[src/hdl/rcd_pkg.sv]
// Shared types and codes for the RISC-V instruction class decoder.
package rcd_pkg;

	// Major opcodes (instruction bits 6..0)
	localparam logic [6:0] OPC_LUI    = 7'h37;
	localparam logic [6:0] OPC_AUIPC  = 7'h17;
	localparam logic [6:0] OPC_JAL    = 7'h6f;
	localparam logic [6:0] OPC_JALR   = 7'h67;
	localparam logic [6:0] OPC_BRANCH = 7'h63;
	localparam logic [6:0] OPC_LOAD   = 7'h03;
	localparam logic [6:0] OPC_STORE  = 7'h23;
	localparam logic [6:0] OPC_OP_IMM = 7'h13;
	localparam logic [6:0] OPC_OP     = 7'h33;
	localparam logic [6:0] OPC_OP_FP  = 7'h53;
	localparam logic [6:0] OPC_FLOAD  = 7'h07;
	localparam logic [6:0] OPC_FSTORE = 7'h27;
	localparam logic [6:0] OPC_FENCE  = 7'h0f;
	localparam logic [6:0] OPC_SYSTEM = 7'h73;

	// funct3 codes: branches
	localparam logic [2:0] F3_BEQ  = 3'd0;
	localparam logic [2:0] F3_BNE  = 3'd1;
	localparam logic [2:0] F3_BLT  = 3'd4;
	localparam logic [2:0] F3_BGE  = 3'd5;
	localparam logic [2:0] F3_BLTU = 3'd6;
	localparam logic [2:0] F3_BGEU = 3'd7;

	// funct3 codes: load/store widths
	localparam logic [2:0] F3_BYTE   = 3'd0;
	localparam logic [2:0] F3_HALF   = 3'd1;
	localparam logic [2:0] F3_BYTE_U = 3'd4;
	localparam logic [2:0] F3_HALF_U = 3'd5;

	// funct3 codes: integer ALU
	localparam logic [2:0] F3_ADD  = 3'd0;
	localparam logic [2:0] F3_SLL  = 3'd1;
	localparam logic [2:0] F3_SLT  = 3'd2;
	localparam logic [2:0] F3_SLTU = 3'd3;
	localparam logic [2:0] F3_XOR  = 3'd4;
	localparam logic [2:0] F3_SR   = 3'd5;
	localparam logic [2:0] F3_OR   = 3'd6;
	localparam logic [2:0] F3_AND  = 3'd7;

	// funct7 codes for register-register integer ops
	localparam logic [6:0] F7_BASE = 7'h00;
	localparam logic [6:0] F7_MULDIV = 7'h01;
	localparam logic [6:0] F7_ALT = 7'h20;

	// funct7 codes for floating ops
	localparam logic [6:0] F7_FCVT_S_W = 7'h68;
	localparam logic [6:0] F7_FCVT_S_D = 7'h20;
	localparam logic [6:0] F7_FCVT_D_S = 7'h21;
	localparam logic [6:0] F7_FMUL_D   = 7'h09;
	localparam logic [6:0] F7_FDIV_S   = 7'h0c;
	localparam logic [6:0] F7_FDIV_D   = 7'h0d;
	localparam logic [6:0] F7_FMV_S_X  = 7'h78;

	// rs2 field values required by the conversions
	localparam logic [4:0] RS2_FROM_W = 5'd0;
	localparam logic [4:0] RS2_FROM_D = 5'd1;
	localparam logic [4:0] RS2_FROM_S = 5'd0;

	// funct3 width selects for loads and stores
	localparam logic [2:0] F3_WORD   = 3'd2;
	localparam logic [2:0] F3_DOUBLE = 3'd3;

	localparam int unsigned INST_W  = 32;
	localparam int unsigned CLASS_W = 6;

	// Instruction classes, numbered in decode order
	typedef enum logic [CLASS_W-1:0] {
		CLS_LUI, CLS_AUIPC, CLS_JAL, CLS_JALR,
		CLS_BEQ, CLS_BNE, CLS_BLT, CLS_BGE, CLS_BLTU, CLS_BGEU,
		CLS_LB, CLS_LH, CLS_LW, CLS_LBU, CLS_LHU,
		CLS_SB, CLS_SH, CLS_SW,
		CLS_ADDI, CLS_SLTI, CLS_SLTIU, CLS_XORI, CLS_ORI, CLS_ANDI,
		CLS_SLLI, CLS_SRLI, CLS_SRAI,
		CLS_ADD, CLS_MUL, CLS_SUB, CLS_SLL, CLS_SLT, CLS_SLTU, CLS_XOR, CLS_DIV,
		CLS_SRL, CLS_SRA, CLS_DIVU, CLS_OR, CLS_AND, CLS_REMU,
		CLS_FCVT_S_W, CLS_FCVT_S_D, CLS_FCVT_D_S, CLS_FMUL_D, CLS_FDIV_S,
		CLS_FDIV_D, CLS_FMV_S_X,
		CLS_FLW, CLS_FLD, CLS_FSW, CLS_FSD,
		CLS_UNIMP, CLS_SCALL, CLS_ILLEGAL
	} inst_class_t;

endpackage

[src/hdl/rcd_inst_if.sv]
// Valid/ready channel carrying one instruction word.
interface rcd_inst_if
	import rcd_pkg::*;
();
	logic              valid;
	logic              ready;
	logic [INST_W-1:0] instruction;

	modport source (output valid, output instruction, input ready);
	modport sink (input valid, input instruction, output ready);
endinterface

[src/hdl/rcd_class_if.sv]
// Valid/ready channel carrying one decoded instruction class.
interface rcd_class_if
	import rcd_pkg::*;
();
	logic               valid;
	logic               ready;
	logic [CLASS_W-1:0] inst_class;

	modport source (output valid, output inst_class, input ready);
	modport sink (input valid, input inst_class, output ready);
endinterface

[src/hdl/rcd_decode.sv]
// Combinational instruction class decode.
module rcd_decode
	import rcd_pkg::*;
(
	input  logic [INST_W-1:0] instruction,
	output inst_class_t       inst_class
);

	logic [6:0] opcode;
	logic [2:0] f3;
	logic [6:0] f7;
	logic [4:0] rs2;

	assign opcode = instruction[6:0];
	assign f3     = instruction[14:12];
	assign f7     = instruction[31:25];
	assign rs2    = instruction[24:20];

	// major opcode, then funct3 / funct7 refinement
	always_comb begin
		inst_class = CLS_ILLEGAL;
		unique case (opcode)
			OPC_LUI:   inst_class = CLS_LUI;
			OPC_AUIPC: inst_class = CLS_AUIPC;
			OPC_JAL:   inst_class = CLS_JAL;
			OPC_JALR:  inst_class = CLS_JALR;
			OPC_BRANCH: begin
				unique case (f3)
					F3_BEQ:  inst_class = CLS_BEQ;
					F3_BNE:  inst_class = CLS_BNE;
					F3_BLT:  inst_class = CLS_BLT;
					F3_BGE:  inst_class = CLS_BGE;
					F3_BLTU: inst_class = CLS_BLTU;
					F3_BGEU: inst_class = CLS_BGEU;
					default: inst_class = CLS_ILLEGAL;
				endcase
			end
			OPC_LOAD: begin
				unique case (f3)
					F3_BYTE:   inst_class = CLS_LB;
					F3_HALF:   inst_class = CLS_LH;
					F3_WORD:   inst_class = CLS_LW;
					F3_BYTE_U: inst_class = CLS_LBU;
					F3_HALF_U: inst_class = CLS_LHU;
					default: inst_class = CLS_ILLEGAL;
				endcase
			end
			OPC_STORE: begin
				unique case (f3)
					F3_BYTE: inst_class = CLS_SB;
					F3_HALF: inst_class = CLS_SH;
					F3_WORD: inst_class = CLS_SW;
					default: inst_class = CLS_ILLEGAL;
				endcase
			end
			OPC_OP_IMM: begin
				// shifts: bit 30 alone picks arithmetic right, upper bits unchecked
				unique case (f3)
					F3_ADD:  inst_class = CLS_ADDI;
					F3_SLL:  inst_class = CLS_SLLI;
					F3_SLT:  inst_class = CLS_SLTI;
					F3_SLTU: inst_class = CLS_SLTIU;
					F3_XOR:  inst_class = CLS_XORI;
					F3_SR:   inst_class = instruction[30] ? CLS_SRAI : CLS_SRLI;
					F3_OR:   inst_class = CLS_ORI;
					F3_AND:  inst_class = CLS_ANDI;
					default: inst_class = CLS_ILLEGAL;
				endcase
			end
			OPC_OP: begin
				// funct7 must match exactly
				unique case (f3)
					F3_ADD: begin
						if (f7 == F7_BASE)        inst_class = CLS_ADD;
						else if (f7 == F7_MULDIV) inst_class = CLS_MUL;
						else if (f7 == F7_ALT)    inst_class = CLS_SUB;
					end
					F3_SLL:  if (f7 == F7_BASE) inst_class = CLS_SLL;
					F3_SLT:  if (f7 == F7_BASE) inst_class = CLS_SLT;
					F3_SLTU: if (f7 == F7_BASE) inst_class = CLS_SLTU;
					F3_XOR: begin
						if (f7 == F7_BASE)        inst_class = CLS_XOR;
						else if (f7 == F7_MULDIV) inst_class = CLS_DIV;
					end
					F3_SR: begin
						if (f7 == F7_BASE)        inst_class = CLS_SRL;
						else if (f7 == F7_ALT)    inst_class = CLS_SRA;
						else if (f7 == F7_MULDIV) inst_class = CLS_DIVU;
					end
					F3_OR: if (f7 == F7_BASE) inst_class = CLS_OR;
					F3_AND: begin
						if (f7 == F7_BASE)        inst_class = CLS_AND;
						else if (f7 == F7_MULDIV) inst_class = CLS_REMU;
					end
					default: inst_class = CLS_ILLEGAL;
				endcase
			end
			OPC_OP_FP: begin
				// conversions also check the rs2 field
				unique case (f7)
					F7_FCVT_S_W: if (rs2 == RS2_FROM_W) inst_class = CLS_FCVT_S_W;
					F7_FCVT_S_D: if (rs2 == RS2_FROM_D) inst_class = CLS_FCVT_S_D;
					F7_FCVT_D_S: if (rs2 == RS2_FROM_S) inst_class = CLS_FCVT_D_S;
					F7_FMUL_D:   inst_class = CLS_FMUL_D;
					F7_FDIV_S:   inst_class = CLS_FDIV_S;
					F7_FDIV_D:   inst_class = CLS_FDIV_D;
					F7_FMV_S_X:  inst_class = CLS_FMV_S_X;
					default:     inst_class = CLS_ILLEGAL;
				endcase
			end
			OPC_FLOAD: begin
				if (f3 == F3_WORD)        inst_class = CLS_FLW;
				else if (f3 == F3_DOUBLE) inst_class = CLS_FLD;
			end
			OPC_FSTORE: begin
				if (f3 == F3_WORD)        inst_class = CLS_FSW;
				else if (f3 == F3_DOUBLE) inst_class = CLS_FSD;
			end
			OPC_FENCE: inst_class = CLS_UNIMP;
			OPC_SYSTEM: begin
				// only the all-zero encoding is a system call
				inst_class = (instruction[31:7] == '0) ? CLS_SCALL : CLS_UNIMP;
			end
			default: inst_class = CLS_ILLEGAL;
		endcase
	end

endmodule

[src/hdl/riscv_instruction_class_decoder_core.sv]
// Top level: registered RISC-V instruction class decoder.
//
//   channel | dir | payload                 | handshake
//   instr   | in  | instruction [31:0]      | valid/ready
//   result  | out | inst_class  [5:0]       | valid/ready
//
// Two register stages: the instruction is captured into _s1, decoded by the
// shallow compare logic in rcd_decode, and the class is held in _s2.
// The result is registered in _s2; one item per cycle while the result channel is not stalled.
// arst_n clears both stage valid bits; payload registers are not reset.
// A stalled result holds _s2; _s1 keeps accepting until it is also full.
module riscv_instruction_class_decoder_core
	import rcd_pkg::*;
(
	input  logic         clk,
	input  logic         arst_n,
	rcd_inst_if.sink     instr,
	rcd_class_if.source  result
);

	logic              valid_s1;
	logic [INST_W-1:0] instruction_s1;
	logic              valid_s2;
	inst_class_t       class_s2;
	inst_class_t       class_dec;
	logic              adv_s1;
	logic              adv_s2;

	// a stage loads when it is empty or its contents move on
	assign adv_s2 = !valid_s2 || result.ready;
	assign adv_s1 = !valid_s1 || adv_s2;

	assign instr.ready       = adv_s1;
	assign result.valid      = valid_s2;
	assign result.inst_class = class_s2;

	// input stage
	always_ff @(posedge clk or negedge arst_n) begin
		if (!arst_n) begin
			valid_s1 <= 1'b0;
		end else if (adv_s1) begin
			valid_s1 <= instr.valid;
		end
	end

	always_ff @(posedge clk) begin
		if (adv_s1 && instr.valid) begin
			instruction_s1 <= instr.instruction;
		end
	end

	rcd_decode u_decode (
		.instruction (instruction_s1),
		.inst_class  (class_dec)
	);

	// result stage
	always_ff @(posedge clk or negedge arst_n) begin
		if (!arst_n) begin
			valid_s2 <= 1'b0;
		end else if (adv_s2) begin
			valid_s2 <= valid_s1;
		end
	end

	always_ff @(posedge clk) begin
		if (adv_s2 && valid_s1) begin
			class_s2 <= class_dec;
		end
	end

	// a new result only comes from a filled input stage
	a_result_from_s1: assert property (@(posedge clk) disable iff (!arst_n)
		$rose(valid_s2) |-> $past(valid_s1))
		else $error("result valid without a transaction in the input stage");

	// a full pipeline with a stalled output keeps the input stage loaded
	a_s1_held_on_stall: assert property (@(posedge clk) disable iff (!arst_n)
		(valid_s1 && valid_s2 && !result.ready) |=> valid_s1)
		else $error("input stage dropped a transaction during output stall");

	// input is refused only when both stages are full and the output stalls
	a_ready_when_room: assert property (@(posedge clk) disable iff (!arst_n)
		!instr.ready |-> (valid_s1 && valid_s2 && !result.ready))
		else $error("input refused with room in the pipeline");

	// decoded class stays within the defined codes
	a_class_range: assert property (@(posedge clk) disable iff (!arst_n)
		result.valid |-> (result.inst_class <= CLS_ILLEGAL))
		else $error("result class out of range");

endmodule

[src/flat_wrapper.sv]
// flat-port wrapper written by rule: the top's interface ports become plain ports
module riscv_instruction_class_decoder_core_flat import rcd_pkg::*;
  (clk, arst_n, instr_valid, instr_instruction, instr_ready, result_valid, result_inst_class, result_ready);
  rcd_inst_if instr_i ();
  rcd_class_if result_i ();
  input  logic clk;
  input  logic arst_n;
  input wire logic [$bits(instr_i.valid)-1:0] instr_valid;
  input wire logic [$bits(instr_i.instruction)-1:0] instr_instruction;
  output wire logic [$bits(instr_i.ready)-1:0] instr_ready;
  output wire logic [$bits(result_i.valid)-1:0] result_valid;
  output wire logic [$bits(result_i.inst_class)-1:0] result_inst_class;
  input wire logic [$bits(result_i.ready)-1:0] result_ready;
  assign instr_i.valid = instr_valid;
  assign instr_i.instruction = instr_instruction;
  assign instr_ready = instr_i.ready;
  assign result_valid = result_i.valid;
  assign result_inst_class = result_i.inst_class;
  assign result_i.ready = result_ready;
  riscv_instruction_class_decoder_core u_core (.clk(clk), .arst_n(arst_n), .instr(instr_i), .result(result_i));
endmodule
[config.mk]
export PLATFORM = sky130hd
export DESIGN_NAME = riscv_instruction_class_decoder_core_flat
export DESIGN_NICKNAME = d
export VERILOG_FILES = /design/src/hdl/rcd_pkg.sv /design/src/hdl/rcd_inst_if.sv /design/src/hdl/rcd_class_if.sv /design/src/hdl/rcd_decode.sv /design/src/hdl/riscv_instruction_class_decoder_core.sv /design/src/flat_wrapper.sv
export SDC_FILE = /design/constraint.sdc
export NUM_CORES = 1
export LEC_CHECK = 0
export BUFFER_PORTS_ARGS = -buffer_cell sky130_fd_sc_hd__buf_2
export CORE_MARGIN = 4
export CORE_UTILIZATION = 42
export CTS_BUF_LIST = sky130_fd_sc_hd__clkbuf_2 sky130_fd_sc_hd__clkbuf_4 sky130_fd_sc_hd__clkbuf_8
export DETAILED_ROUTE_END_ITERATION = 16
export PLACE_DENSITY = 0.64
export SETUP_SLACK_MARGIN = 0.4
export SYNTH_ARGS = -nofsm -noshare
export SYNTH_HDL_FRONTEND = slang
export SYNTH_SLANG_ARGS = --single-unit
[constraint.sdc]
create_clock -name clk -period 2.65 [get_ports clk]
set_input_delay 0.1325 -clock clk [delete_from_list [all_inputs] [get_ports clk]]
set_output_delay 0.1325 -clock clk [all_outputs]
set_load 0.05 [all_outputs]
* Word level (Yosys, flattened, before mapping)
Index checks and enable logic that the tools add are counted.
Widths: inputs -> output; s select.
** Word-level totals
- Register bits :: 40
- Word-level logic and storage cells :: 74
- Bits of input ports :: 36
- Output and inout bits :: 8
** Operators by class
- Eq/ne operators :: 30
- Reductions and logical operators :: 10
- Mux-type cells :: 30
** Operator list (number)
- $pmux 6 s8 :: 2
- $pmux 6 s14 :: 1
- $mux 5 :: 12
- $eq 7x7->1 const B :: 7
- $eq 7x6->1 const B :: 6
- $pmux 6 s7 :: 1
- $pmux 6 s6 :: 1
- $mux 6 :: 5
- $pmux 6 s5 :: 1
- $eq 7x4->1 const B :: 4
- $logic_not 25->1 :: 1
- $pmux 6 s3 :: 1
- $eq 7x5->1 const B :: 2
- $eq 3x3->1 const B :: 4
- $mux 3 :: 4
- $eq 7x1->1 const B :: 1
- $eq 7x2->1 const B :: 1
- $eq 7x3->1 const B :: 1
- $logic_not 7->1 :: 1
- $eq 3x2->1 const B :: 2
- $eq 5x1->1 const B :: 1
- $logic_not 5->1 :: 1
- $eq 3x1->1 const B :: 1
- $logic_not 3->1 :: 1
- 5 further kinds :: 8

* Depth between registers and ports, before layout
- Word-level depth :: 6
- Depth in mapped cells :: 8
- Mapped depth without buffers :: 5

* Cells and area by module
Synthesis repeated with hierarchy kept, for this count alone.
** Unflattened totals
- Cell total of the unflattened synthesis :: 224
- Area total of the unflattened synthesis :: 2394.8 sq um
** Modules (own cells, without submodules)
- riscv_instruction_class_decoder_core :: cells each 46, instances 1, seq. area each 1191.1 sq um, area an instance 1244.9 sq um
- rcd_decode :: cells each 178, instances 1, seq. area each 0.0 sq um, area an instance 1149.9 sq um

* Worst setup path before layout
OpenSTA, ideal clock, no wires.
- Kind :: flip-flop to flip-flop
- Start point :: register u_core.valid_s2, in the netlist u_core.result.valid
- End point :: register u_core.instruction_s1[0] (enable)
- Arrival time :: 1990 ps
- Data required time :: 2258 ps
- Library setup time :: 392 ps
- Period minus slack after synthesis :: 2382 ps
- Path buffers :: 0
- Path slack :: 268 ps
- Cell stages (with the launch flop) :: 3
- Cells stage by stage :: dfrtp_1 > nand3b_1 > and2_1
** On the way
- Word-level cells in the longest chain between the ends :: 4
** Ends and longest elaborated chain
- start: declaration :: line riscv_instruction_class_decoder_core.sv:23 : logic valid_s2;
- start signal: assignment :: line riscv_instruction_class_decoder_core.sv:62 : valid_s2 <= valid_s1;
- $logic_not 1->1 :: line riscv_instruction_class_decoder_core.sv:30 : assign adv_s2 = !valid_s2 || result.ready;
- $logic_or 1x1->1 :: line riscv_instruction_class_decoder_core.sv:30
- $logic_or 1x1->1 :: line riscv_instruction_class_decoder_core.sv:31 : assign adv_s1 = !valid_s1 || adv_s2;
- net instr_ready :: line flat_wrapper.sv:10 : output wire logic [$bits(instr_i.ready)-1:0] instr_ready;
- $logic_and 1x1->1 :: line riscv_instruction_class_decoder_core.sv:47 : if (adv_s1 && instr.valid) begin
- end signal: assignment :: line riscv_instruction_class_decoder_core.sv:48 : instruction_s1 <= instr.instruction;
- end: declaration :: line riscv_instruction_class_decoder_core.sv:22 : logic [INST_W-1:0] instruction_s1;
The timed path passes the listed nets, and every way through them passes these cells.
A chain may end at the register's enable or synchronous reset.

* Worst setup path after layout
- Start point :: register u_core.instruction_s1[29]
- End point :: register u_core.class_s2[5], in the netlist u_core.result.inst_class[5], data pin
** On the way
- Word-level cells in the longest chain between the ends :: 6
- Elaborated cells between the ends (all ways) :: 10
- Those cells by class :: eq/ne (2); mux (7); reduce/logical (1)
** Ends and longest elaborated chain
- $eq 7x6->1 :: line rcd_decode.sv:76, rcd_decode.sv:87, rcd_decode.sv:100
- $mux 6 :: line rcd_decode.sv:76 : else if (f7 == F7_ALT) inst_class = CLS_SUB;
- $mux 6 :: line rcd_decode.sv:75 : else if (f7 == F7_MULDIV) inst_class = CLS_MUL;
- $mux 6 :: line rcd_decode.sv:74 : if (f7 == F7_BASE) inst_class = CLS_ADD;
- $pmux 6 s8 * :: line rcd_decode.sv:72 : unique case (f3)
- $pmux 6 s14 * :: line rcd_decode.sv:22 : unique case (opcode)
- net u_core.class_dec[5] :: line riscv_instruction_class_decoder_core.sv:25 : inst_class_t class_dec;
- end signal: assignment :: line riscv_instruction_class_decoder_core.sv:68 : class_s2 <= class_dec;
- end: declaration :: line riscv_instruction_class_decoder_core.sv:24 : inst_class_t class_s2;
The timed path passes the listed nets; every way through them passes the cells marked *.

==> key figures <==
Final layout
  • Layout Area Growth over Synthesis: 34.92%
  • Design Area, Final: 3302 µm²
  • Fillers: 471
  • Ant. Diodes: 0
  • Storage element area: 1191 µm²
  • Area of the multi-input gates: 1181 µm²
  • Share of cells above drive strength 1: 30.40%
  • Nets@finish: 364

Critical path
  • Crit path cell chain: buf_4 -> nor4_4 -> nand2_1 -> o22ai_1 -> a21oi_1 -> or4_1
  • Top delay family on crit path: simple AND/OR/NAND/NOR gates
  • Worst EP required: 2690 ps
  • Startpoint Class: flip-flop
  • Crit-path slowest cell: edfxtp_1
  • Setup CP Type: reg -> reg
  • Crit path largest cell delay: 520 ps
  • Crit Reg-Reg Startpoint: u_core.instruction_s1[29]
  • CP Capture Type: flip-flop
  • CP max FO: 6
  • CP bufs+invs: 1
  • Crit. Startpoint: u_core.instruction_s1[29]
  • CP arrival: 2290 ps

Detailed routing
  • Drt pass-1 iters: 4
  • Initial DRC count: 296
  • WL/cell: 16.43 µm
  • Vias/cell: 5.731
  • Vias: 2298
  • # DRC: 0
  • ANT nets after route: 0
  • Final wirelength: 6590 µm

GRT
  • Total GRT Usage: 17.66%
  • Vias in the first global route: 2034
  • Grt ovf: 0
  • First-pass GRT wire length: 10080 µm
  • Initial antenna violation count: 0
  • Largest net degree at the start of global routing: 33

Placed design
  • IO buf count: 43
  • Detail Placement HPWL: 4274 µm
  • Routability-driven placement congestion ratio: 0.8880
  • Placed Area: 2719 µm²
  • Pre-CTS setup slack: 333.4 ps

STA
  • Tmin final: 2251 ps
  • Worst-Margin Slew: 752.4 ps
  • Skew final: 11.98 ps
  • Final hold vios: 0
  • Final setup vio count: 0
  • Setup TNS: 0 ps
  • Crit share post-route: 84.95%
  • Achievable Freq: 444.2 MHz
  • Slew headroom: 49.84%
  • RSZ-0062 raised after global routing: true
  • Setup ws final: 398.8 ps
  • Final Slew Violations: 0

Worst hold path
  • Hold wc startpoint: instr_instruction[0]
  • Worst Hold Class: in -> reg

Synth
  • Post-Syn Nets: 275
  • Ys flop type: edfxtp_1
  • Ys async rst share: 5.000%
  • Synth Warn #: 0
  • Post-synth top cells: edfxtp_1 (38), a21oi_1 (15), nor2_1 (15), o21ai_0 (15), nand2_1 (13)
  • Largest area contributor in the netlist: edfxtp_1
  • Syn avg cell area: 10.24 µm²
  • Synth Cell Area: 2447 µm²
  • #FFs+latches synth: 40
  • Ranking of synthesized cells by area: edfxtp_1 (47%), a21oi_1 (3.1%), o21ai_0 (3.1%)
  • Library cells used by synthesis: 65
  • Top-count cell post-synth: edfxtp_1
  • Syn Inst Count: 239
  • Post-synth top area share: 46.63%
  • Post-synthesis sequential area ratio: 48.67%
  • Post-synth EDFFs: 38

CTS
  • Clk pin slew, worst setup/hold paths: 90 ps
  • Clk_lat worst skew: 300 ps
  • Clk buf depth: 2
  • CTS Sinks: 40
  • Root Driver: clkbuf_8
  • CTS tree: done
  • CTS buffer count: 5
  • H-tree Lvls: 2

Floorplan
  • Die width: 84.34 µm
  • Initial core utilization: 43.91%
  • Core area: 5574 µm²
  • I/O pins: 44
  • Die Area: 7112 µm²
  • FP Rows: 27
  • Die height: 84.34 µm

Run status
  • Status: finished clean

Flow run
  • Max-cap violations: 0

Pwr
  • PD cells: 475.8 nW/µm²
  • LEAKAGE: 1.204 nW
  • Worst VDD drop: 0.0003138 V
==> cells by family (layout without fill, tap and decap cells) <==
kind of cell    Yosys count  in the layout  synth area share [%]
fa+ha+maj                 2              2                0.8180
flops                    40             40                 48.67
buf+inv                  23            113                 4.959
simple gates             99             99                 23.57
compound gates           71             71                 20.55
xor+xnor                  4              4                 1.432
==> placed cells by master, fill, tap and decap left out, types with 4 or more instances in the layout <==
cell type / n
nand4_1: 4
nand2b_1: 8
buf_2: 43
inv_1: 5
nand3_1: 12
and2_1: 4
o21ai_0: 15
clkbuf_8: 5
dlygate4sd3_1: 25
nor2_1: 15
a21oi_1: 15
nor3_1: 8
or4_1: 4
buf_4: 32
edfxtp_1: 38
nand2_1: 13
==> through the flow <==
stage               std cells  total power, mW  hold WS [ps]  utilization, %
finish                    401            1.571         6.938           59.24
global route              401            1.649         2.536           59.24
CTS                       362            1.529        0.4788           52.62
detailed placement        345            1.008        -80.49           48.78
global placement          345            1.006        -81.53           48.78
floorplan                 239           0.9374        -163.1               -
==> flip-flops by register name, indices dropped and copies added (netlist names) <==
name	count
u_core.instruction_s1	32
u_core.result.inst_class	6
u_core.valid_s1	1
u_core.result.valid	1
==> layout make-up <==
cell class	count	share of cell area (%)
clock buffer	5	2.084
clock inverter	3	1.402
inverter	5	0.5684
multi-input combinational	176	35.77
sequential	40	36.07
tap	72	2.728
timing repair buffer	100	21.37
==> report_power, final <==
part | total, mW | switching (mW) | internal, mW
registers | 0.774 | 0.0341 | 0.740
clock network | 0.507 | 0.224 | 0.283
logic | 0.290 | 0.157 | 0.133
==> metal layers <==
metal | up-vias | share of wire (%) | routed length (µm) | GRT usage (%)
met5 | - | 0 | 0 | 0
met4 | 0 | 1.7 | 115 | 5.180
met3 | 14 | 7.3 | 480 | 4.122
met2 | 98 | 50 | 3281 | 28.84
met1 | 1068 | 41 | 2713 | 23.46
li1 | 1118 | - | - | -
==> worst paths after layout <==
kind / endpoint / cells after the start / slack [ps]
setup / recovery: u_core.result.inst_class[5] / 6 / 400
hold / removal: u_core.instruction_s1[0] / 1 / 7
setup reg to reg: u_core.result.inst_class[5] / 6 / 400
hold reg to reg: u_core.result.valid / 1 / 500
max in group asynchronous: u_core.valid_s1 / 2 / 2420
min in group asynchronous: u_core.result.valid / 2 / 140
==> what timing repair did <==
action | in CTS | in global routing
hold endpoints to repair | 8 | 18
buffers inserted | 2 | 21
pin swaps | 0 | 3
gates cloned | 0 | 0
gates resized for setup | 3 | 5
hold buffers | 7 | 18
endpoints found under the setup margin | 3 | 5
Note: power is estimated with default switching activity, not from simulation.
